`src/rtl/core/pod_pkg.sv`:
```
// Shared operation and status codes and controller command type for the page directory.
`timescale 1ns / 1ps

package pod_pkg;

  localparam int MASK_W = 4;

  typedef enum logic [2:0] {
    OP_READ         = 3'd0,
    OP_WRITE        = 3'd1,
    OP_LEASE        = 3'd2,
    OP_PAGE_COMMIT  = 3'd3,
    OP_LEASE_COMMIT = 3'd4
  } op_e;

  typedef enum logic [2:0] {
    ST_GRANTED       = 3'd0,
    ST_RETRY_OWNER   = 3'd1,
    ST_RETRY_BUSY    = 3'd2,
    ST_BAD_REQUEST   = 3'd3,
    ST_BAD_PAGE      = 3'd4,
    ST_COMMIT_OK     = 3'd5,
    ST_COMMIT_DENIED = 3'd6
  } status_e;

  typedef struct packed {
    logic capture;
    logic execute;
  } pod_cmd_t;

endpackage

```
`src/rtl/core/pod_ram.sv`:
```
// Generic single-write, single-read RAM with registered read data.
`timescale 1ns / 1ps

module pod_ram #(
  parameter int WIDTH = 8,
  parameter int DEPTH = 16,
  localparam int AW = (DEPTH > 1) ? $clog2(DEPTH) : 1
) (
  input  logic             clk_i,
  input  logic             we_i,
  input  logic [AW-1:0]    waddr_i,
  input  logic [WIDTH-1:0] wdata_i,
  input  logic             re_i,
  input  logic [AW-1:0]    raddr_i,
  output logic [WIDTH-1:0] rdata_o
);

  logic [WIDTH-1:0] mem_q [DEPTH];
  logic [WIDTH-1:0] rdata_q;

  always_ff @(posedge clk_i) begin
    if (we_i) begin
      mem_q[waddr_i] <= wdata_i;
    end
    if (re_i) begin
      rdata_q <= mem_q[raddr_i];
    end
  end

  assign rdata_o = rdata_q;

endmodule

```
`src/rtl/core/pod_ctrl.sv`:
```
// Handshake controller: sequences lookup and decision for one item at a time.
`timescale 1ns / 1ps

module pod_ctrl
  import pod_pkg::*;
(
  input  logic     clk_i,
  input  logic     rst_ni,
  input  logic     in_valid_i,
  output logic     in_stall_o,
  output logic     out_valid_o,
  input  logic     out_stall_i,
  output pod_cmd_t cmd_o
);

  typedef enum logic {
    S_IDLE,
    S_LOOKUP
  } state_e;

  state_e   state_q, state_d;
  logic     out_valid_q, out_valid_d;
  pod_cmd_t cmd;

  always_comb begin
    cmd.capture = (state_q == S_IDLE) && in_valid_i;
    cmd.execute = (state_q == S_LOOKUP) && (!out_valid_q || !out_stall_i);
    state_d     = state_q;
    out_valid_d = out_valid_q && out_stall_i;
    unique case (state_q)
      S_IDLE: begin
        if (cmd.capture) begin
          state_d = S_LOOKUP;
        end
      end
      S_LOOKUP: begin
        if (cmd.execute) begin
          state_d     = S_IDLE;
          out_valid_d = 1'b1;
        end
      end
      default: state_d = S_IDLE;
    endcase
  end

  always_ff @(posedge clk_i or negedge rst_ni) begin
    if (!rst_ni) begin
      state_q     <= S_IDLE;
      out_valid_q <= 1'b0;
    end else begin
      state_q     <= state_d;
      out_valid_q <= out_valid_d;
    end
  end

  assign in_stall_o  = (state_q != S_IDLE);
  assign out_valid_o = out_valid_q;
  assign cmd_o       = cmd;

  a_exec_shows_result: assert property (@(posedge clk_i) disable iff (!rst_ni)
    cmd.execute |=> out_valid_q)
    else $error("decision not presented");
  a_rise_from_exec: assert property (@(posedge clk_i) disable iff (!rst_ni)
    $rose(out_valid_q) |-> $past(cmd.execute))
    else $error("result appeared without a decision");
  a_capture_then_lookup: assert property (@(posedge clk_i) disable iff (!rst_ni)
    cmd.capture |=> (state_q == S_LOOKUP) && in_stall_o)
    else $error("item captured without lookup");

endmodule

```
`src/rtl/core/pod_datapath.sv`:
```
// Directory datapath: page table memory, lease token and decision logic.
`timescale 1ns / 1ps

module pod_datapath
  import pod_pkg::*;
#(
  parameter int NODE_COUNT = 4,
  parameter int PAGE_COUNT = 16
) (
  input  logic              clk_i,
  input  logic              rst_ni,
  input  pod_cmd_t          cmd_i,
  input  logic [2:0]        operation_i,
  input  logic [7:0]        page_index_i,
  input  logic [2:0]        requester_node_i,
  input  logic [2:0]        server_node_i,
  output logic [2:0]        status_o,
  output logic [2:0]        response_owner_o,
  output logic [MASK_W-1:0] invalidate_mask_o,
  output logic [MASK_W-1:0] prior_readers_o
);

  localparam int OW    = $clog2(NODE_COUNT);
  localparam int CW    = (OW > 3) ? OW : 3;
  localparam int AW    = (PAGE_COUNT > 1) ? $clog2(PAGE_COUNT) : 1;
  localparam int SLOTS = 2 ** AW;
  localparam int EW    = OW + MASK_W + 1;

  logic [2:0]    op_q;
  logic [AW-1:0] addr_q;
  logic          in_range_q;
  logic [2:0]    req_q;
  logic [2:0]    srv_q;
  logic          valid_rd_q;
  logic [SLOTS-1:0] valid_q;
  logic [OW-1:0] tok_owner_q, tok_owner_d;
  logic          tok_busy_q, tok_busy_d;

  logic [2:0]        status_q;
  logic [2:0]        resp_owner_q;
  logic [MASK_W-1:0] inval_q;
  logic [MASK_W-1:0] readers_q;

  logic [OW-1:0] reset_owner [SLOTS];
  logic [AW-1:0] in_addr;
  logic          in_range;
  logic [EW-1:0] rdata;
  logic [OW-1:0] ram_owner, cur_owner;
  logic [MASK_W-1:0] ram_readers, cur_readers;
  logic          ram_busy, cur_busy;
  logic [MASK_W-1:0] req_bit;
  logic          bad_req;
  logic          owner_is_srv;
  logic          owner_is_req;
  logic          tok_is_srv;
  logic          tok_is_req;

  status_e           st_c;
  logic [2:0]        own_c;
  logic [MASK_W-1:0] inv_c;
  logic [MASK_W-1:0] rb_c;
  logic              we_c;
  logic [EW-1:0]     wdata_c;
  logic              ram_we;

  for (genvar p = 0; p < SLOTS; p++) begin : g_reset_owner
    assign reset_owner[p] = OW'(p % NODE_COUNT);
  end

  assign in_addr  = page_index_i[AW-1:0];
  assign in_range = (9'(page_index_i) < 9'(PAGE_COUNT));

  pod_ram #(
    .WIDTH(EW),
    .DEPTH(PAGE_COUNT)
  ) u_table (
    .clk_i  (clk_i),
    .we_i   (ram_we),
    .waddr_i(addr_q),
    .wdata_i(wdata_c),
    .re_i   (cmd_i.capture && in_range),
    .raddr_i(in_addr),
    .rdata_o(rdata)
  );

  assign {ram_owner, ram_readers, ram_busy} = rdata;

  assign cur_owner   = valid_rd_q ? ram_owner : reset_owner[addr_q];
  assign cur_readers = valid_rd_q ? ram_readers : '0;
  assign cur_busy    = valid_rd_q && ram_busy;

  assign req_bit      = MASK_W'(8'd1 << req_q);
  assign bad_req      = (5'(req_q) >= 5'(NODE_COUNT)) || (req_q == srv_q);
  assign owner_is_srv = (CW'(cur_owner) == CW'(srv_q));
  assign owner_is_req = (CW'(cur_owner) == CW'(req_q));
  assign tok_is_srv   = (CW'(tok_owner_q) == CW'(srv_q));
  assign tok_is_req   = (CW'(tok_owner_q) == CW'(req_q));

  always_comb begin
    st_c        = ST_BAD_REQUEST;
    own_c       = '0;
    inv_c       = '0;
    rb_c        = '0;
    we_c        = 1'b0;
    wdata_c     = {cur_owner, cur_readers, cur_busy};
    tok_owner_d = tok_owner_q;
    tok_busy_d  = tok_busy_q;
    unique case (op_q) inside
      OP_LEASE_COMMIT: begin
        if (tok_is_req && tok_busy_q) begin
          st_c       = ST_COMMIT_OK;
          tok_busy_d = 1'b0;
        end else begin
          st_c = ST_COMMIT_DENIED;
        end
      end
      OP_PAGE_COMMIT: begin
        if (!in_range_q) begin
          st_c = ST_BAD_PAGE;
        end else begin
          rb_c = cur_readers;
          if (owner_is_req && cur_busy) begin
            st_c    = ST_COMMIT_OK;
            we_c    = 1'b1;
            wdata_c = {cur_owner, cur_readers, 1'b0};
          end else begin
            st_c = ST_COMMIT_DENIED;
          end
        end
      end
      OP_READ, OP_WRITE, OP_LEASE: begin
        if (bad_req) begin
          st_c = ST_BAD_REQUEST;
        end else if (op_q == OP_LEASE) begin
          if (!tok_is_srv) begin
            st_c  = ST_RETRY_OWNER;
            own_c = 3'(tok_owner_q);
          end else if (tok_busy_q) begin
            st_c  = ST_RETRY_BUSY;
            own_c = 3'(tok_owner_q);
          end else begin
            st_c        = ST_GRANTED;
            own_c       = srv_q;
            tok_owner_d = OW'(req_q);
            tok_busy_d  = 1'b1;
          end
        end else if (!in_range_q) begin
          st_c = ST_BAD_PAGE;
        end else begin
          rb_c = cur_readers;
          if (!owner_is_srv) begin
            st_c  = ST_RETRY_OWNER;
            own_c = 3'(cur_owner);
          end else if (cur_busy) begin
            st_c  = ST_RETRY_BUSY;
            own_c = 3'(cur_owner);
          end else begin
            st_c  = ST_GRANTED;
            own_c = srv_q;
            we_c  = 1'b1;
            if (op_q == OP_READ) begin
              wdata_c = {cur_owner, cur_readers | req_bit, 1'b0};
            end else begin
              inv_c   = cur_readers & ~req_bit;
              wdata_c = {OW'(req_q), {MASK_W{1'b0}}, 1'b1};
            end
          end
        end
      end
      default: st_c = ST_BAD_REQUEST;
    endcase
  end

  assign ram_we = cmd_i.execute && we_c;

  always_ff @(posedge clk_i or negedge rst_ni) begin
    if (!rst_ni) begin
      valid_q     <= '0;
      tok_owner_q <= '0;
      tok_busy_q  <= 1'b0;
    end else if (cmd_i.execute) begin
      tok_owner_q <= tok_owner_d;
      tok_busy_q  <= tok_busy_d;
      if (we_c) begin
        valid_q[addr_q] <= 1'b1;
      end
    end
  end

  always_ff @(posedge clk_i) begin
    if (cmd_i.capture) begin
      op_q       <= operation_i;
      addr_q     <= in_addr;
      in_range_q <= in_range;
      req_q      <= requester_node_i;
      srv_q      <= server_node_i;
      valid_rd_q <= valid_q[in_addr];
    end
    if (cmd_i.execute) begin
      status_q     <= st_c;
      resp_owner_q <= own_c;
      inval_q      <= inv_c;
      readers_q    <= rb_c;
    end
  end

  assign status_o          = status_q;
  assign response_owner_o  = resp_owner_q;
  assign invalidate_mask_o = inval_q;
  assign prior_readers_o   = readers_q;

  a_write_marks_valid: assert property (@(posedge clk_i) disable iff (!rst_ni)
    ram_we |=> valid_q[$past(addr_q)])
    else $error("written page not marked valid");
  a_lease_grant_busy: assert property (@(posedge clk_i) disable iff (!rst_ni)
    cmd_i.execute && (op_q == OP_LEASE) && (st_c == ST_GRANTED) |=> tok_busy_q)
    else $error("lease grant left token idle");
  a_lease_commit_clears: assert property (@(posedge clk_i) disable iff (!rst_ni)
    cmd_i.execute && (op_q == OP_LEASE_COMMIT) && (st_c == ST_COMMIT_OK)
    |=> !tok_busy_q)
    else $error("lease commit left token busy");

endmodule

```
`src/rtl/core/page_ownership_directory.sv`:
```
// Top level of the page ownership directory.
`timescale 1ns / 1ps
//
// Central coherence directory: per page an owner, a reader mask and a busy
// mark, plus one lease token. Requests enter on the in channel
// (operation, page_index, requester_node, server_node) and each gives one
// decision on the out channel (status, response_owner, invalidate_mask,
// prior_readers). Both channels use valid/stall; an item moves when valid
// is high and stall is low.
// A result is registered once its item has been looked up and the output
// register is free. A new item is taken only after the last one's decision,
// as the page table memory is read-modify-written (read at accept, write at
// the decision).
// Reset clears per-page valid bits and the token; a page never written reads
// as owner page mod node count with no readers and not busy. No clearing
// pass is needed, so items are taken right after reset.
// While the receiver stalls, the result is held; one more item is accepted
// and looked up, then waits until the output register frees.
//
module page_ownership_directory
  import pod_pkg::*;
#(
  parameter int NODE_COUNT = 4,
  parameter int PAGE_COUNT = 16
) (
  input  logic              clk_i,
  input  logic              rst_ni,
  input  logic              in_valid_i,
  output logic              in_stall_o,
  input  logic [2:0]        operation_i,
  input  logic [7:0]        page_index_i,
  input  logic [2:0]        requester_node_i,
  input  logic [2:0]        server_node_i,
  output logic              out_valid_o,
  input  logic              out_stall_i,
  output logic [2:0]        status_o,
  output logic [2:0]        response_owner_o,
  output logic [MASK_W-1:0] invalidate_mask_o,
  output logic [MASK_W-1:0] prior_readers_o
);

  pod_cmd_t cmd;

  pod_ctrl u_ctrl (
    .clk_i      (clk_i),
    .rst_ni     (rst_ni),
    .in_valid_i (in_valid_i),
    .in_stall_o (in_stall_o),
    .out_valid_o(out_valid_o),
    .out_stall_i(out_stall_i),
    .cmd_o      (cmd)
  );

  pod_datapath #(
    .NODE_COUNT(NODE_COUNT),
    .PAGE_COUNT(PAGE_COUNT)
  ) u_datapath (
    .clk_i            (clk_i),
    .rst_ni           (rst_ni),
    .cmd_i            (cmd),
    .operation_i      (operation_i),
    .page_index_i     (page_index_i),
    .requester_node_i (requester_node_i),
    .server_node_i    (server_node_i),
    .status_o         (status_o),
    .response_owner_o (response_owner_o),
    .invalidate_mask_o(invalidate_mask_o),
    .prior_readers_o  (prior_readers_o)
  );

endmodule

```
`config.mk`:
```
export PLATFORM = sky130hd
export DESIGN_NAME = page_ownership_directory
export DESIGN_NICKNAME = d
export VERILOG_FILES = /design/src/rtl/core/pod_pkg.sv /design/src/rtl/core/pod_ram.sv /design/src/rtl/core/pod_ctrl.sv /design/src/rtl/core/pod_datapath.sv /design/src/rtl/core/page_ownership_directory.sv
export SDC_FILE = /design/constraint.sdc
export NUM_CORES = 1
export LEC_CHECK = 0
export ABC_AREA = 1
export BUFFER_PORTS_ARGS = -buffer_cell sky130_fd_sc_hd__buf_2
export CORE_AREA = 10 10 151 153
export DETAILED_ROUTE_END_ITERATION = 10
export DIE_AREA = 0 0 161 163
export GPL_TIMING_DRIVEN = 0
export PLACE_DENSITY = 0.54
export SETUP_SLACK_MARGIN = 0.2
export SYNTH_ARGS = -nofsm -noshare
export SYNTH_HDL_FRONTEND = slang
export SYNTH_SLANG_ARGS = --single-unit
```
`constraint.sdc`:
```
create_clock -name clk_i -period 3.76 [get_ports clk_i]
set_input_delay 0.752 -clock clk_i [delete_from_list [all_inputs] [get_ports clk_i]]
set_output_delay 0.752 -clock clk_i [all_outputs]
set_load 0.1 [all_outputs]
```
==> results.md <==
Timing:
- In this run the tightest slew margin relative to its limit is 11.2%.
- The period utilization is 76.7%.
- For the pin with the worst max-slew slack, the measured transition is 1.32 ns.
- Once routing completed, OpenROAD measured the worst setup slack at 0.877 ns.
- Setup violations remaining at the end of the flow were counted as 0.
- Setup repair after global routing left no endpoint under its margin.
- The final-report max-slew violation count is 0.
- The worst clock skew on the final layout is 0.0152 ns.
- The sum of negative setup slack is 0 ns.
- The routed design could run at a clock period as short as 2.88 ns.
- The hold violation count in the final report is 0.
- The highest attainable clock frequency is 347 MHz.

CTS:
- The cts-stage hold buffer count is 0.
- The buffer count from post-CTS setup fixing is 0.
- The clock buffer count from CTS is 17.
- The TritonCTS clock tree is yes.
- The clock sink count is 169.
- The root cell of the clock tree is clkbuf_16.
- The H-tree was split into 4 levels.
- The maximum count of clock buffers along a single path is 2.
- The clock edge transition at the registers on the reported setup and hold paths is 0.07 ns.
- After clock tree synthesis, the repair step resized 0 gates.
- The clock latency on the worst-skew pair is 0.43 ns.

Logic synthesis:
- The cell taking the most area after synthesis is edfxtp_1.
- In this run, synthesis produced a sequential element count of 169.
- The dominant synthesized flop cell is edfxtp_1.
- The register area share after synthesis is 65.5%.
- The synthesized design devotes to its leading area cell type 58.6% of total area.
- The number of different library cells used by synthesis comes to 41.
- Averaged over all synthesized cells, the footprint is 11.5 um^2.
- The Yosys step of the flow raised 0 warnings.
- The mapped netlist covers 7580 um^2.
- By area the synthesized netlist is led by edfxtp_1 59%, dfrtp_1 6.9%, nand2_1 4.5%.
- Yosys mapped a number of flops with a built-in enable equal to 148.
- Synthesis produced a netlist whose cell count is 661.
- The net count after synthesis is 682.
- The share of async-settable or async-resettable flops after synthesis is 12.4%.

Detailed routing:
- The remaining design rule violation count is 0.
- The routed length per instance is 19.5 um.
- The number of nets still failing antenna checks after routing is 0.
- The initial DRC count is 407.
- The number of iterations in the first detailed-routing pass is 5.
- After detailed routing, the number of vias per cell comes to 5.12.
- The routed design has 19.5 mm of wire.
- The routed layout has 5,115 vias.

Setup path:
- The largest individual stage delay along the critical path comes from the cell o21ai_1.
- Across all register-to-register paths, the minimum setup slack is 0.88 ns.
- In this run the worst path has a maximum fanout of 16.
- Traced cell by cell, the critical path runs through nand2_1 -> inv_1 -> nor2_2 -> nand2_1 -> nor3_1 -> nand2_2 -> o21ai_1.
- The critical path is of the flip-flop to flip-flop type.
- For this run, the slowest stage of the critical path takes 1.05 ns.
- The launching point of the worst reg2reg path is u_datapath.op_q[0].
- STA classifies the critical path startpoint as a flip-flop.
- The worst setup path startpoint is u_datapath.op_q[0].
- The cell that appears most often on the critical path is nand2_1.
- The kind of cell with the highest combined delay along the critical path is compound AO/OA/AOI/OAI gates.
- The number of buffers and inverters on the critical path is 1.
- The endpoint arrival time on the critical path is 2.92 ns.
- The data required time at the worst endpoint is 3.79 ns.
- The critical path endpoint category is a flip-flop.

GRT:
- The first global-routing pass estimated 29.4 mm of wire.
- Summed over all layers, the global routing overflow is 0.
- The number of global-route vias before repair is 4,969.
- The aggregate global-route resource usage is 14.8%.
- Entering global routing, the biggest net connects 24 pins.
- The initial antenna violation count is 0.

Power:
- The power share of the combinational group is 11.5%.
- The share of total power dissipated in sequential elements is 47.3%.
- The leakage power total is 3.39 nW.
- The worst-case IR drop observed on VDD is 0.000289 V.
- The areal power density over the cells is 512 nW/um^2.
- Cell internal power was estimated by the tool at 0.00322 W.
- The clock network is responsible for 41.2% of the overall power.
- Of the total power, the share spent switching nets is 28.2%.
- The switching power is 0.00127 W.

Floorplanning:
- 37 I/O pins were placed.
- In this run the core area contains 52 standard-cell rows.
- The area of the placeable core is 19,900 um^2.
- The die is 163 um tall.
- The die is 161 um wide.
- The die covers 26,200 um^2.
- The initial utilization of the core area, before any placement, comes to 38.1%.

Placed design:
- The placed wire-length estimate after detailed placement is 13.6 mm.
- The worst-case setup slack after placement is 0.820 ns.
- The count of port buffers added during placement is 36.
- The last weighted congestion value of the routability-driven placer is 0.868.
- The cell count after placement is 968.

Layout:
- The final standard cell count with taps included and fillers excluded is 1,000.
- The net count of the finished layout is 738.
- Compared with the post-synthesis result, the final layout area differs by 15.6%.
- The repair_antennas step left the layout with diodes totalling 0.
- Of the cells placed in the final design, the portion with a size suffix greater than 1 is 16.4%.

Run:
- The number of maximum-capacitance violations is 0.

Outcome:
- The run finished with clean final reports.

Hold path:
- The class of the most critical hold timing path is input pin to asynchronous set/reset pin.
## metrics by stage
stage                     area, um^2  util, %  power, W  hold slack, ns
final                           8760     44.0   0.00449           0.291
after global routing            8760     44.0   0.00463           0.316
after CTS                       8750     44.0   0.00452           0.296
after detailed placement        8120     40.8   0.00268           0.445
after global placement          8100     40.7   0.00267           0.440
after floorplan                 7580        -   0.00253           0.423
## synthesized netlist by cell type (2+ instances only)
cell type / n
edfxtp_1: 148
nand2_1: 90
inv_1: 72
o21ai_0: 56
a21oi_1: 45
nand3_1: 44
nor2_1: 32
o211ai_1: 30
mux2i_1: 28
dfrtp_1: 21
clkbuf_1: 12
nand2_2: 11
nor3_1: 11
nor2_2: 7
o21bai_1: 7
buf_2: 6
buf_1: 4
nand4_1: 4
buf_6: 3
inv_2: 3
nand3_4: 3
buf_4: 2
nand3_2: 2
o21ai_1: 2
o221ai_1: 2
## worst paths after layout
path | to | cells after the start
setup / recovery | u_datapath.u_table.mem_q[5][6] | 7
hold / removal | u_datapath.valid_q[10] | 1
setup reg to reg | u_datapath.u_table.mem_q[5][6] | 7
hold reg to reg | u_datapath.valid_q[0] | 2
max in group asynchronous | u_datapath.tok_owner_q[0] | 1
min in group clk_i | u_datapath.valid_q[0] | 2
## cells in the final DEF (no fill, tap or decap), types with 3 or more instances in the layout
cell       netlist  layout
edfxtp_1       148     148
o211ai_1        30      30
a21oi_2          0       4
buf_6            3       3
inv_2            3       3
buf_1            4       4
inv_1           72      72
nand3_4          3       3
inv_6            1       4
o21bai_1         7       7
clkbuf_1        12      12
nor2_1          32      32
dfrtp_1         21      21
inv_8            0       5
nand2_2         11      11
o21ai_0         56      56
nand3_1         44      44
clkinv_8         0       3
clkbuf_16        0      17
nor2_2           7       7
a21oi_1         45      41
nand2_1         90      90
buf_2            6      42
nor3_1          11      11
nand4_1          4       4
mux2i_1         28      28
buf_4            2       3
## cells by family (layout without fill, tap and decap cells)
group,Yosys count,in the layout,synth area share (%)
simple gates,211,211,13.3
xor+xnor,1,1,0.116
mux,28,28,3.70
compound gates,146,146,11.3
other cells,1,1,0.0495
flops,169,169,65.5
buf+inv,105,174,5.97
## power groups by stage
| stage | logic (W) | registers (W) | clock network (W) |
|---|---|---|---|
| floorplan | 0.000224 | 0.00231 | 0 |
| global placement | 0.000510 | 0.00216 | 0 |
| detailed placement | 0.000517 | 0.00216 | 0 |
| CTS | 0.000518 | 0.00212 | 0.00188 |
| global route | 0.000555 | 0.00213 | 0.00195 |
| finish | 0.000517 | 0.00212 | 0.00185 |
## final cells by class
type / count / area, um^2
Buffer: 28 / 159
Clock buffer: 17 / 425
Clock inverter: 15 / 204
Fill cell: 1909 / 11100
Inverter: 77 / 294
Multi-Input combinational cell: 387 / 2190
Sequential cell: 169 / 4970
Tap cell: 270 / 338
Timing Repair Buffer: 37 / 188
## worst register-to-register path, cell delays in order (launching register included)
cell and delay, ns:
edfxtp_1 0.43, nand2_1 0.15, inv_1 0.08, nor2_2 0.25
nand2_1 0.12, nor3_1 0.24, nand2_2 0.17, o21ai_1 1.05
## flip-flops by register name, indices dropped and copies added (netlist names)
register and flops:
u_datapath.u_table.mem_q 112, u_datapath.valid_q 16, u_datapath.u_table.rdata_o 7, u_datapath.addr_q 4
u_datapath.invalidate_mask_o 4, u_datapath.prior_readers_o 4, u_datapath.op_q 3, u_datapath.req_q 3
u_datapath.response_owner_o 3, u_datapath.srv_q 3, u_datapath.status_o 3, u_datapath.tok_owner_q 2
u_ctrl.in_stall_o 1, u_ctrl.out_valid_o 1, u_datapath.in_range_q 1, u_datapath.tok_busy_q 1
u_datapath.valid_rd_q 1
## routing by layer
metal | up-vias | track usage [%] | wire (um) | part of all wire (%)
met5 | - | 0 | 0 | 0
met4 | 0 | 5.05 | 293 | 1.5
met3 | 16 | 3.54 | 1070 | 5.5
met2 | 152 | 24.5 | 9530 | 49
met1 | 2479 | 18.6 | 8580 | 44
li1 | 2468 | - | - | -
Power figures use the tool's default switching activity.
